--- config.mk ---
export PLATFORM = sky130hd
export DESIGN_NAME = proximity_interaction_tracker
export DESIGN_NICKNAME = d
export VERILOG_FILES = /design/src/rtl/pit_pkg.sv /design/src/rtl/pit_classify.sv /design/src/rtl/pit_nearest.sv /design/src/rtl/proximity_interaction_tracker.sv
export SDC_FILE = /design/constraint.sdc
export NUM_CORES = 1
export LEC_CHECK = 0
export BUFFER_PORTS_ARGS = -buffer_cell sky130_fd_sc_hd__buf_2
export CORE_MARGIN = 1
export CORE_UTILIZATION = 45
export DETAILED_ROUTE_END_ITERATION = 10
export GPL_ROUTABILITY_DRIVEN = 0
export PLACE_DENSITY_LB_ADDON = 0.1
export SETUP_SLACK_MARGIN = 0.5
export SYNTH_ARGS = -nofsm -noshare
export SYNTH_HDL_FRONTEND = slang
export SYNTH_HIERARCHICAL = 1
export SYNTH_SLANG_ARGS = --single-unit
--- constraint.sdc ---
create_clock -name clk -period 4.1 [get_ports clk]
set_input_delay 0.82 -clock clk [delete_from_list [all_inputs] [get_ports clk]]
set_output_delay 0.82 -clock clk [all_outputs]
set_load 0.01 [all_outputs]
--- src/rtl/pit_pkg.sv ---
// shared types and constants for the proximity interaction tracker
// no dependencies; imported by every module in rtl/
`timescale 1ns / 1ps
`default_nettype none

package pit_pkg;

    localparam int DIST_W         = 16;
    localparam int COUNT_W        = 16;
    localparam int KEPT_DISTANCES = 4;
    localparam int CFG_IDX_W      = 2;

    typedef logic [DIST_W-1:0]    dist_t;
    typedef logic [COUNT_W-1:0]   count_t;
    typedef logic [CFG_IDX_W-1:0] cfg_idx_t;

    localparam dist_t  EMPTY_DIST = '1;
    localparam count_t COUNT_MAX  = '1;

    localparam dist_t JUST_RIGHT_MIN_RST   = 16'd12;
    localparam dist_t TOO_FAR_MIN_RST      = 16'd48;
    localparam dist_t OUT_OF_RANGE_MIN_RST = 16'd120;

    typedef enum logic [1:0] {
        ZONE_TOO_CLOSE    = 2'd0,
        ZONE_JUST_RIGHT   = 2'd1,
        ZONE_TOO_FAR      = 2'd2,
        ZONE_OUT_OF_RANGE = 2'd3
    } zone_t;

    localparam cfg_idx_t CFG_JUST_RIGHT_MIN   = 2'd0;
    localparam cfg_idx_t CFG_TOO_FAR_MIN      = 2'd1;
    localparam cfg_idx_t CFG_OUT_OF_RANGE_MIN = 2'd2;

    typedef struct packed {
        logic  en;
        dist_t value;
    } insert_req_t;

endpackage

`default_nettype wire

--- src/rtl/pit_classify.sv ---
// zone classifier: three threshold compares in priority order
// depends on pit_pkg
`timescale 1ns / 1ps
`default_nettype none

module pit_classify (
    input  pit_pkg::dist_t distance,
    input  pit_pkg::dist_t just_right_min,
    input  pit_pkg::dist_t too_far_min,
    input  pit_pkg::dist_t out_of_range_min,
    output pit_pkg::zone_t zone
);
    import pit_pkg::*;

    always_comb
    begin
        if (distance >= out_of_range_min)
        begin
            zone = ZONE_OUT_OF_RANGE;
        end
        else if (distance >= too_far_min)
        begin
            zone = ZONE_TOO_FAR;
        end
        else if (distance >= just_right_min)
        begin
            zone = ZONE_JUST_RIGHT;
        end
        else
        begin
            zone = ZONE_TOO_CLOSE;
        end
    end

endmodule

`default_nettype wire

--- src/rtl/pit_nearest.sv ---
// ascending list of the smallest unsafe distances with a registered sorted insert
// depends on pit_pkg
`timescale 1ns / 1ps
`default_nettype none

module pit_nearest (
    input  logic                 clk,
    input  logic                 rst_n,
    input  pit_pkg::insert_req_t req,
    output pit_pkg::dist_t       nearest [pit_pkg::KEPT_DISTANCES]
);
    import pit_pkg::*;

    dist_t list_reg  [KEPT_DISTANCES];
    dist_t list_next [KEPT_DISTANCES];

    always_comb
    begin
        logic  placed;
        dist_t carry;
        placed = 1'b0;
        carry  = EMPTY_DIST;
        for (int i = 0; i < KEPT_DISTANCES; i++)
        begin
            list_next[i] = list_reg[i];
            if (req.en)
            begin
                if (!placed && (req.value < list_reg[i]))
                begin
                    placed       = 1'b1;
                    carry        = list_reg[i];
                    list_next[i] = req.value;
                end
                else if (placed)
                begin
                    list_next[i] = carry;
                    carry        = list_reg[i];
                end
            end
        end
    end

    always_ff @(posedge clk or negedge rst_n)
    begin
        if (!rst_n)
        begin
            for (int i = 0; i < KEPT_DISTANCES; i++)
            begin
                list_reg[i] <= EMPTY_DIST;
            end
        end
        else
        begin
            for (int i = 0; i < KEPT_DISTANCES; i++)
            begin
                list_reg[i] <= list_next[i];
            end
        end
    end

    assign nearest = list_reg;

endmodule

`default_nettype wire

--- src/rtl/proximity_interaction_tracker.sv ---
// proximity interaction tracker top level: input register, tracking state, result hold
// depends on pit_pkg, pit_classify, pit_nearest
//
// usage
//   input channel: in_valid / in_stall with one 16-bit distance sample per transfer
//   output channel: out_valid / out_stall; result fields are zone, interacting,
//   interaction_total, unsafe_total and nearest_0..nearest_3
//   config channel: cfg_valid / cfg_ready with cfg_index and cfg_data; cfg_ready is
//   always high, index 0 just_right_min, 1 too_far_min, 2 out_of_range_min, 3 ignored
//   processing: an accepted sample waits in the input register and is processed into
//   the result registers once the output slot is free
//   throughput: one sample per cycle while the output is not stalled
//   the result fields are the tracking state registers themselves, so they only
//   change when a sample is processed into the result slot
//   out_stall: the result holds; one more sample waits in the input register,
//   after which in_stall rises until the result is taken
//   reset: thresholds 12 / 48 / 120, zone out of range, counters zero,
//   nearest list all 65535, both channels empty
`timescale 1ns / 1ps
`default_nettype none

module proximity_interaction_tracker (
    input  logic                clk,
    input  logic                rst_n,
    input  logic                in_valid,
    output logic                in_stall,
    input  pit_pkg::dist_t      distance,
    output logic                out_valid,
    input  logic                out_stall,
    output logic [1:0]          zone,
    output logic                interacting,
    output pit_pkg::count_t     interaction_total,
    output pit_pkg::count_t     unsafe_total,
    output pit_pkg::dist_t      nearest_0,
    output pit_pkg::dist_t      nearest_1,
    output pit_pkg::dist_t      nearest_2,
    output pit_pkg::dist_t      nearest_3,
    input  logic                cfg_valid,
    output logic                cfg_ready,
    input  pit_pkg::cfg_idx_t   cfg_index,
    input  pit_pkg::dist_t      cfg_data
);
    import pit_pkg::*;

    dist_t just_right_min_reg;
    dist_t too_far_min_reg;
    dist_t out_of_range_min_reg;

    logic  s1_valid_reg;
    logic  s1_valid_next;
    dist_t s1_dist_reg;
    logic  out_valid_reg;
    logic  out_valid_next;

    zone_t  zone_reg;
    zone_t  zone_next;
    logic   in_progress_reg;
    logic   in_progress_next;
    logic   unsafe_reg;
    logic   unsafe_next;
    dist_t  running_min_reg;
    dist_t  running_min_next;
    count_t started_reg;
    count_t started_next;
    count_t unsafe_cnt_reg;
    count_t unsafe_cnt_next;

    zone_t       sample_zone;
    dist_t       min_base;
    logic        out_free;
    logic        go;
    logic        accept_in;
    insert_req_t ins_req;
    dist_t       nearest [KEPT_DISTANCES];

    assign cfg_ready = 1'b1;

    always_ff @(posedge clk or negedge rst_n)
    begin
        if (!rst_n)
        begin
            just_right_min_reg   <= JUST_RIGHT_MIN_RST;
            too_far_min_reg      <= TOO_FAR_MIN_RST;
            out_of_range_min_reg <= OUT_OF_RANGE_MIN_RST;
        end
        else if (cfg_valid)
        begin
            case (cfg_index)
                CFG_JUST_RIGHT_MIN:   just_right_min_reg   <= cfg_data;
                CFG_TOO_FAR_MIN:      too_far_min_reg      <= cfg_data;
                CFG_OUT_OF_RANGE_MIN: out_of_range_min_reg <= cfg_data;
                default:              ;
            endcase
        end
    end

    // handshake
    assign out_free  = !out_valid_reg || !out_stall;
    assign go        = s1_valid_reg && out_free;
    assign in_stall  = s1_valid_reg && !out_free;
    assign accept_in = in_valid && !in_stall;

    always_comb
    begin
        s1_valid_next = s1_valid_reg;
        if (accept_in)
        begin
            s1_valid_next = 1'b1;
        end
        else if (go)
        begin
            s1_valid_next = 1'b0;
        end

        out_valid_next = out_valid_reg;
        if (go)
        begin
            out_valid_next = 1'b1;
        end
        else if (out_valid_reg && !out_stall)
        begin
            out_valid_next = 1'b0;
        end
    end

    pit_classify u_classify (
        .distance         (s1_dist_reg),
        .just_right_min   (just_right_min_reg),
        .too_far_min      (too_far_min_reg),
        .out_of_range_min (out_of_range_min_reg),
        .zone             (sample_zone)
    );

    // tracking update for the sample in the input register
    always_comb
    begin
        zone_next        = zone_reg;
        in_progress_next = in_progress_reg;
        unsafe_next      = unsafe_reg;
        started_next     = started_reg;
        unsafe_cnt_next  = unsafe_cnt_reg;
        running_min_next = running_min_reg;
        min_base         = running_min_reg;
        ins_req.en       = 1'b0;
        ins_req.value    = running_min_reg;

        if (go)
        begin
            zone_next = sample_zone;
            if (sample_zone inside {ZONE_TOO_CLOSE, ZONE_JUST_RIGHT})
            begin
                if ((zone_reg inside {ZONE_TOO_FAR, ZONE_OUT_OF_RANGE}) && !in_progress_reg)
                begin
                    in_progress_next = 1'b1;
                    if (started_reg != COUNT_MAX)
                    begin
                        started_next = started_reg + 1'b1;
                    end
                end
                if ((sample_zone == ZONE_TOO_CLOSE) && !unsafe_reg)
                begin
                    unsafe_next = 1'b1;
                    if (unsafe_cnt_reg != COUNT_MAX)
                    begin
                        unsafe_cnt_next = unsafe_cnt_reg + 1'b1;
                    end
                end
            end
            else if ((zone_reg inside {ZONE_TOO_CLOSE, ZONE_JUST_RIGHT}) && in_progress_reg)
            begin
                ins_req.en       = unsafe_reg;
                zone_next        = ZONE_OUT_OF_RANGE;
                min_base         = EMPTY_DIST;
                unsafe_next      = 1'b0;
                in_progress_next = 1'b0;
            end
            running_min_next = (s1_dist_reg < min_base) ? s1_dist_reg : min_base;
        end
    end

    pit_nearest u_nearest (
        .clk     (clk),
        .rst_n   (rst_n),
        .req     (ins_req),
        .nearest (nearest)
    );

    always_ff @(posedge clk or negedge rst_n)
    begin
        if (!rst_n)
        begin
            s1_valid_reg    <= 1'b0;
            out_valid_reg   <= 1'b0;
            zone_reg        <= ZONE_OUT_OF_RANGE;
            in_progress_reg <= 1'b0;
            unsafe_reg      <= 1'b0;
            running_min_reg <= EMPTY_DIST;
            started_reg     <= '0;
            unsafe_cnt_reg  <= '0;
        end
        else
        begin
            s1_valid_reg    <= s1_valid_next;
            out_valid_reg   <= out_valid_next;
            zone_reg        <= zone_next;
            in_progress_reg <= in_progress_next;
            unsafe_reg      <= unsafe_next;
            running_min_reg <= running_min_next;
            started_reg     <= started_next;
            unsafe_cnt_reg  <= unsafe_cnt_next;
        end
    end

    always_ff @(posedge clk)
    begin
        if (accept_in)
        begin
            s1_dist_reg <= distance;
        end
    end

    assign out_valid         = out_valid_reg;
    assign zone              = zone_reg;
    assign interacting       = in_progress_reg;
    assign interaction_total = started_reg;
    assign unsafe_total      = unsafe_cnt_reg;

    // fields past the end of a short list read as empty
    dist_t nearest_out [4];

    for (genvar k = 0; k < 4; k++)
    begin : g_nearest
        if (k < KEPT_DISTANCES)
        begin : g_kept
            assign nearest_out[k] = nearest[k];
        end
        else
        begin : g_empty
            assign nearest_out[k] = EMPTY_DIST;
        end
    end

    assign nearest_0 = nearest_out[0];
    assign nearest_1 = nearest_out[1];
    assign nearest_2 = nearest_out[2];
    assign nearest_3 = nearest_out[3];

endmodule

`default_nettype wire
==> metrics <==
commonest non-fill, non-tap cell in the layout=buf_2; post-synth top area share=21.8%; register area share after synthesis=43.7%; first-pass GRT wire length=41.7 mm; dominant synthesized flop cell=dfstp_2; IO Pins=141; n_diodes=0; Tot GR Track Use=21.6%; Syn Nets=1185; commonest non-fill, non-tap cells in the layout=138 x buf_2, 128 x inv_1, 112 x ha_1; leading area contributor after synthesis=dfstp_2; vias in the first global route=8242; Layout area overhead=21.1%; initial antenna violation count=0; nets=1364; Setup-failing EPs final=0; Avg Synthesized Cell Area=10.6 sq um; final period utilization=86.2%; Post-DP HPWL=18.8 mm; Fin. Hold Viols=0; vias post-DR=8357; Final Power=8.69 mW; Worst EP arrival=3.88 ns; post-synth cell types=73; Setup WS post-layout=0.566 ns; Routed WL=26.3 mm; Clock transition at path regs=0.07 ns; CTS HTree Levels=4; Post-Syn Area=10900 sq um; maximum single-stage delay on the critical path=0.49 ns; Rows=56; FILL cells=2114; slew of the pin with the lowest slew margin=1.17 ns; gr ovfl total=0; Async S/R FF share, synth=91.2%; EDFF count, synth=16; pre-CTS setup slack=-0.0796 ns; mean routed wirelength per cell=17.2 um; Inserted Clock Buffers=17; DR DRC count=0; Iteration-0 DRC Markers=406; synthesized netlist cell count=1021; Sink Count=182; Hold WC Path Type=in2async; delay-heaviest family, CP=compound AO/OA/AOI/OAI gates; Vert. Die Dim=157 um; Starting Density=46.1%; fmax=283 MHz; Buf+Inv Stages, Crit Path=1; Layout Cells excl Fill=1532; pin count of the biggest net entering global routing=88; Vias per Instance=5.45; max-cap violation count=0; RSZ-0062 raised after global routing=true; CTS Buffer Depth=2; Detailed Routing Iterations Pass 1=5; Die W=157 um; antenna-violating nets left=0; min cycle time layout=3.53 ns; Placed Cells=1465; Synth area leaders=dfstp_2 22%, dfrtp_1 18%, ha_1 14%; CP required=4.45 ns; core area=23500 sq um; leak pwr=6.24 nW; Clk Latency, worst-skew pair=0.43 ns; CP dominant cell by count=a211oi_2; VDD IR-drop max=0.000297 V; synthesis warning total=6; CP Capture Type=flip-flop; IO buf count=139; status=finished, final reports clean; Hold-fix buffers, CTS=0; Seq cells post-synth=182; CTS tree=built; Slew Viols, Final=0; share of post-route cells with drive strength above 1=37.6%; Slowest cell on crit path=edfxtp_1; startpoint types=flip-flop; number of flip-flops in the largest register=64; Root Buffer=clkbuf_16; Clock Skew=0.0153 ns; cells along the critical path=ha_4 > a21oi_4 > o21ai_2 > a211oi_2 > a21bo_1 > nand3b_1 > and3b_2 > nor2_2 > ha_1 > a211oi_2 > o311ai_4 > a221oi_4 > o31ai_4 > buf_4 > mux2i_1; CP Max Fanout=4; Slew HR=22.1%; WHS=0.432 ns; Die ar.=24700 sq um; Power Dens Cells=661 nW/um^2; CP Class=reg2reg
repair_timing:
| item | in CTS | in global routing |
|---|---|---|
| setup endpoints to repair | 46 | 47 |
| cloned | 1 | 2 |
| buffers inserted | 12 | 20 |
| gates resized for setup | 5 | 57 |
| pin swaps | 2 | 35 |
final timing paths:
path                           startpoint  slack (ns)                  end  cells past startpoint
max                        s1_dist_reg[9]        0.57   running_min_reg[6]                     15
min                                 rst_n        0.43     unsafe_total[13]                      1
max reg2reg                s1_dist_reg[9]        0.57   running_min_reg[6]                     15
min reg2reg                       zone[0]        0.47              zone[0]                      2
max in group asynchronous           rst_n        2.71  running_min_reg[10]                      2
min in group clk                  zone[0]        0.47              zone[0]                      2
where the power goes:
part	switching, mW	internal [mW]	total, mW
sequential	0.660	2.54	3.20
combinational	2.11	1.75	3.86
clock	0.743	0.882	1.63
total	3.51	5.18	8.69
routing by layer:
layer / track usage, % / up-vias / share of wire (%)
li1: - / 4049 / -
met3: 3.11 / 27 / 2.7
met4: 6.56 / 0 / 1.5
met5: 0 / - / 0
met2: 36.7 / 157 / 49
met1: 28.3 / 4124 / 47
synth_stat cells (17+ instances only):
cell and number:
dfrtp_1 76, ha_1 125, a31oi_1 18, nor2_1 72, nand2_1 45, mux2_2 65, xor2_1 18, dfstp_2 90
o21ai_0 26, a22oi_1 17, nand3_1 35, inv_1 130, or3_1 17, a21oi_1 41
layout make-up:
cell class / count / area (sq um) / share of cell area, %
Sequential cell: 182 / 4750 / 36.1
Inverter: 130 / 492 / 3.74
Clock inverter: 11 / 114 / 0.866
Clock buffer: 21 / 460 / 3.50
Timing Repair Buffer: 186 / 1090 / 8.29
Multi-Input combinational cell: 683 / 5840 / 44.4
Tap cell: 319 / 399 / 3.04
metrics by stage:
stage / utilization, % / cell area (sq um) / TNS, ns
2_1_floorplan: - / 10900 / 0
3_3_place_gp: 50.9 / 12000 / 0
3_5_place_dp: 50.9 / 12000 / -0.924
4_1_cts: 53.9 / 12700 / 0
5_1_grt: 55.8 / 13100 / 0
6_report: 55.8 / 13100 / 0
cell families after synthesis:
group | Yosys count | synth area share, %
AND/OR/NAND/NOR | 240 | 11.2
AO/OA/AOI/OAI | 205 | 14.1
flip-flops | 182 | 43.7
buffers and inverters | 158 | 5.95
adder cells (fa/ha/maj) | 125 | 14.4
multiplexers | 81 | 8.22
XOR/XNOR | 29 | 2.34
other | 1 | 0.0345
No activity file was read; power rests on OpenSTA's default activity.
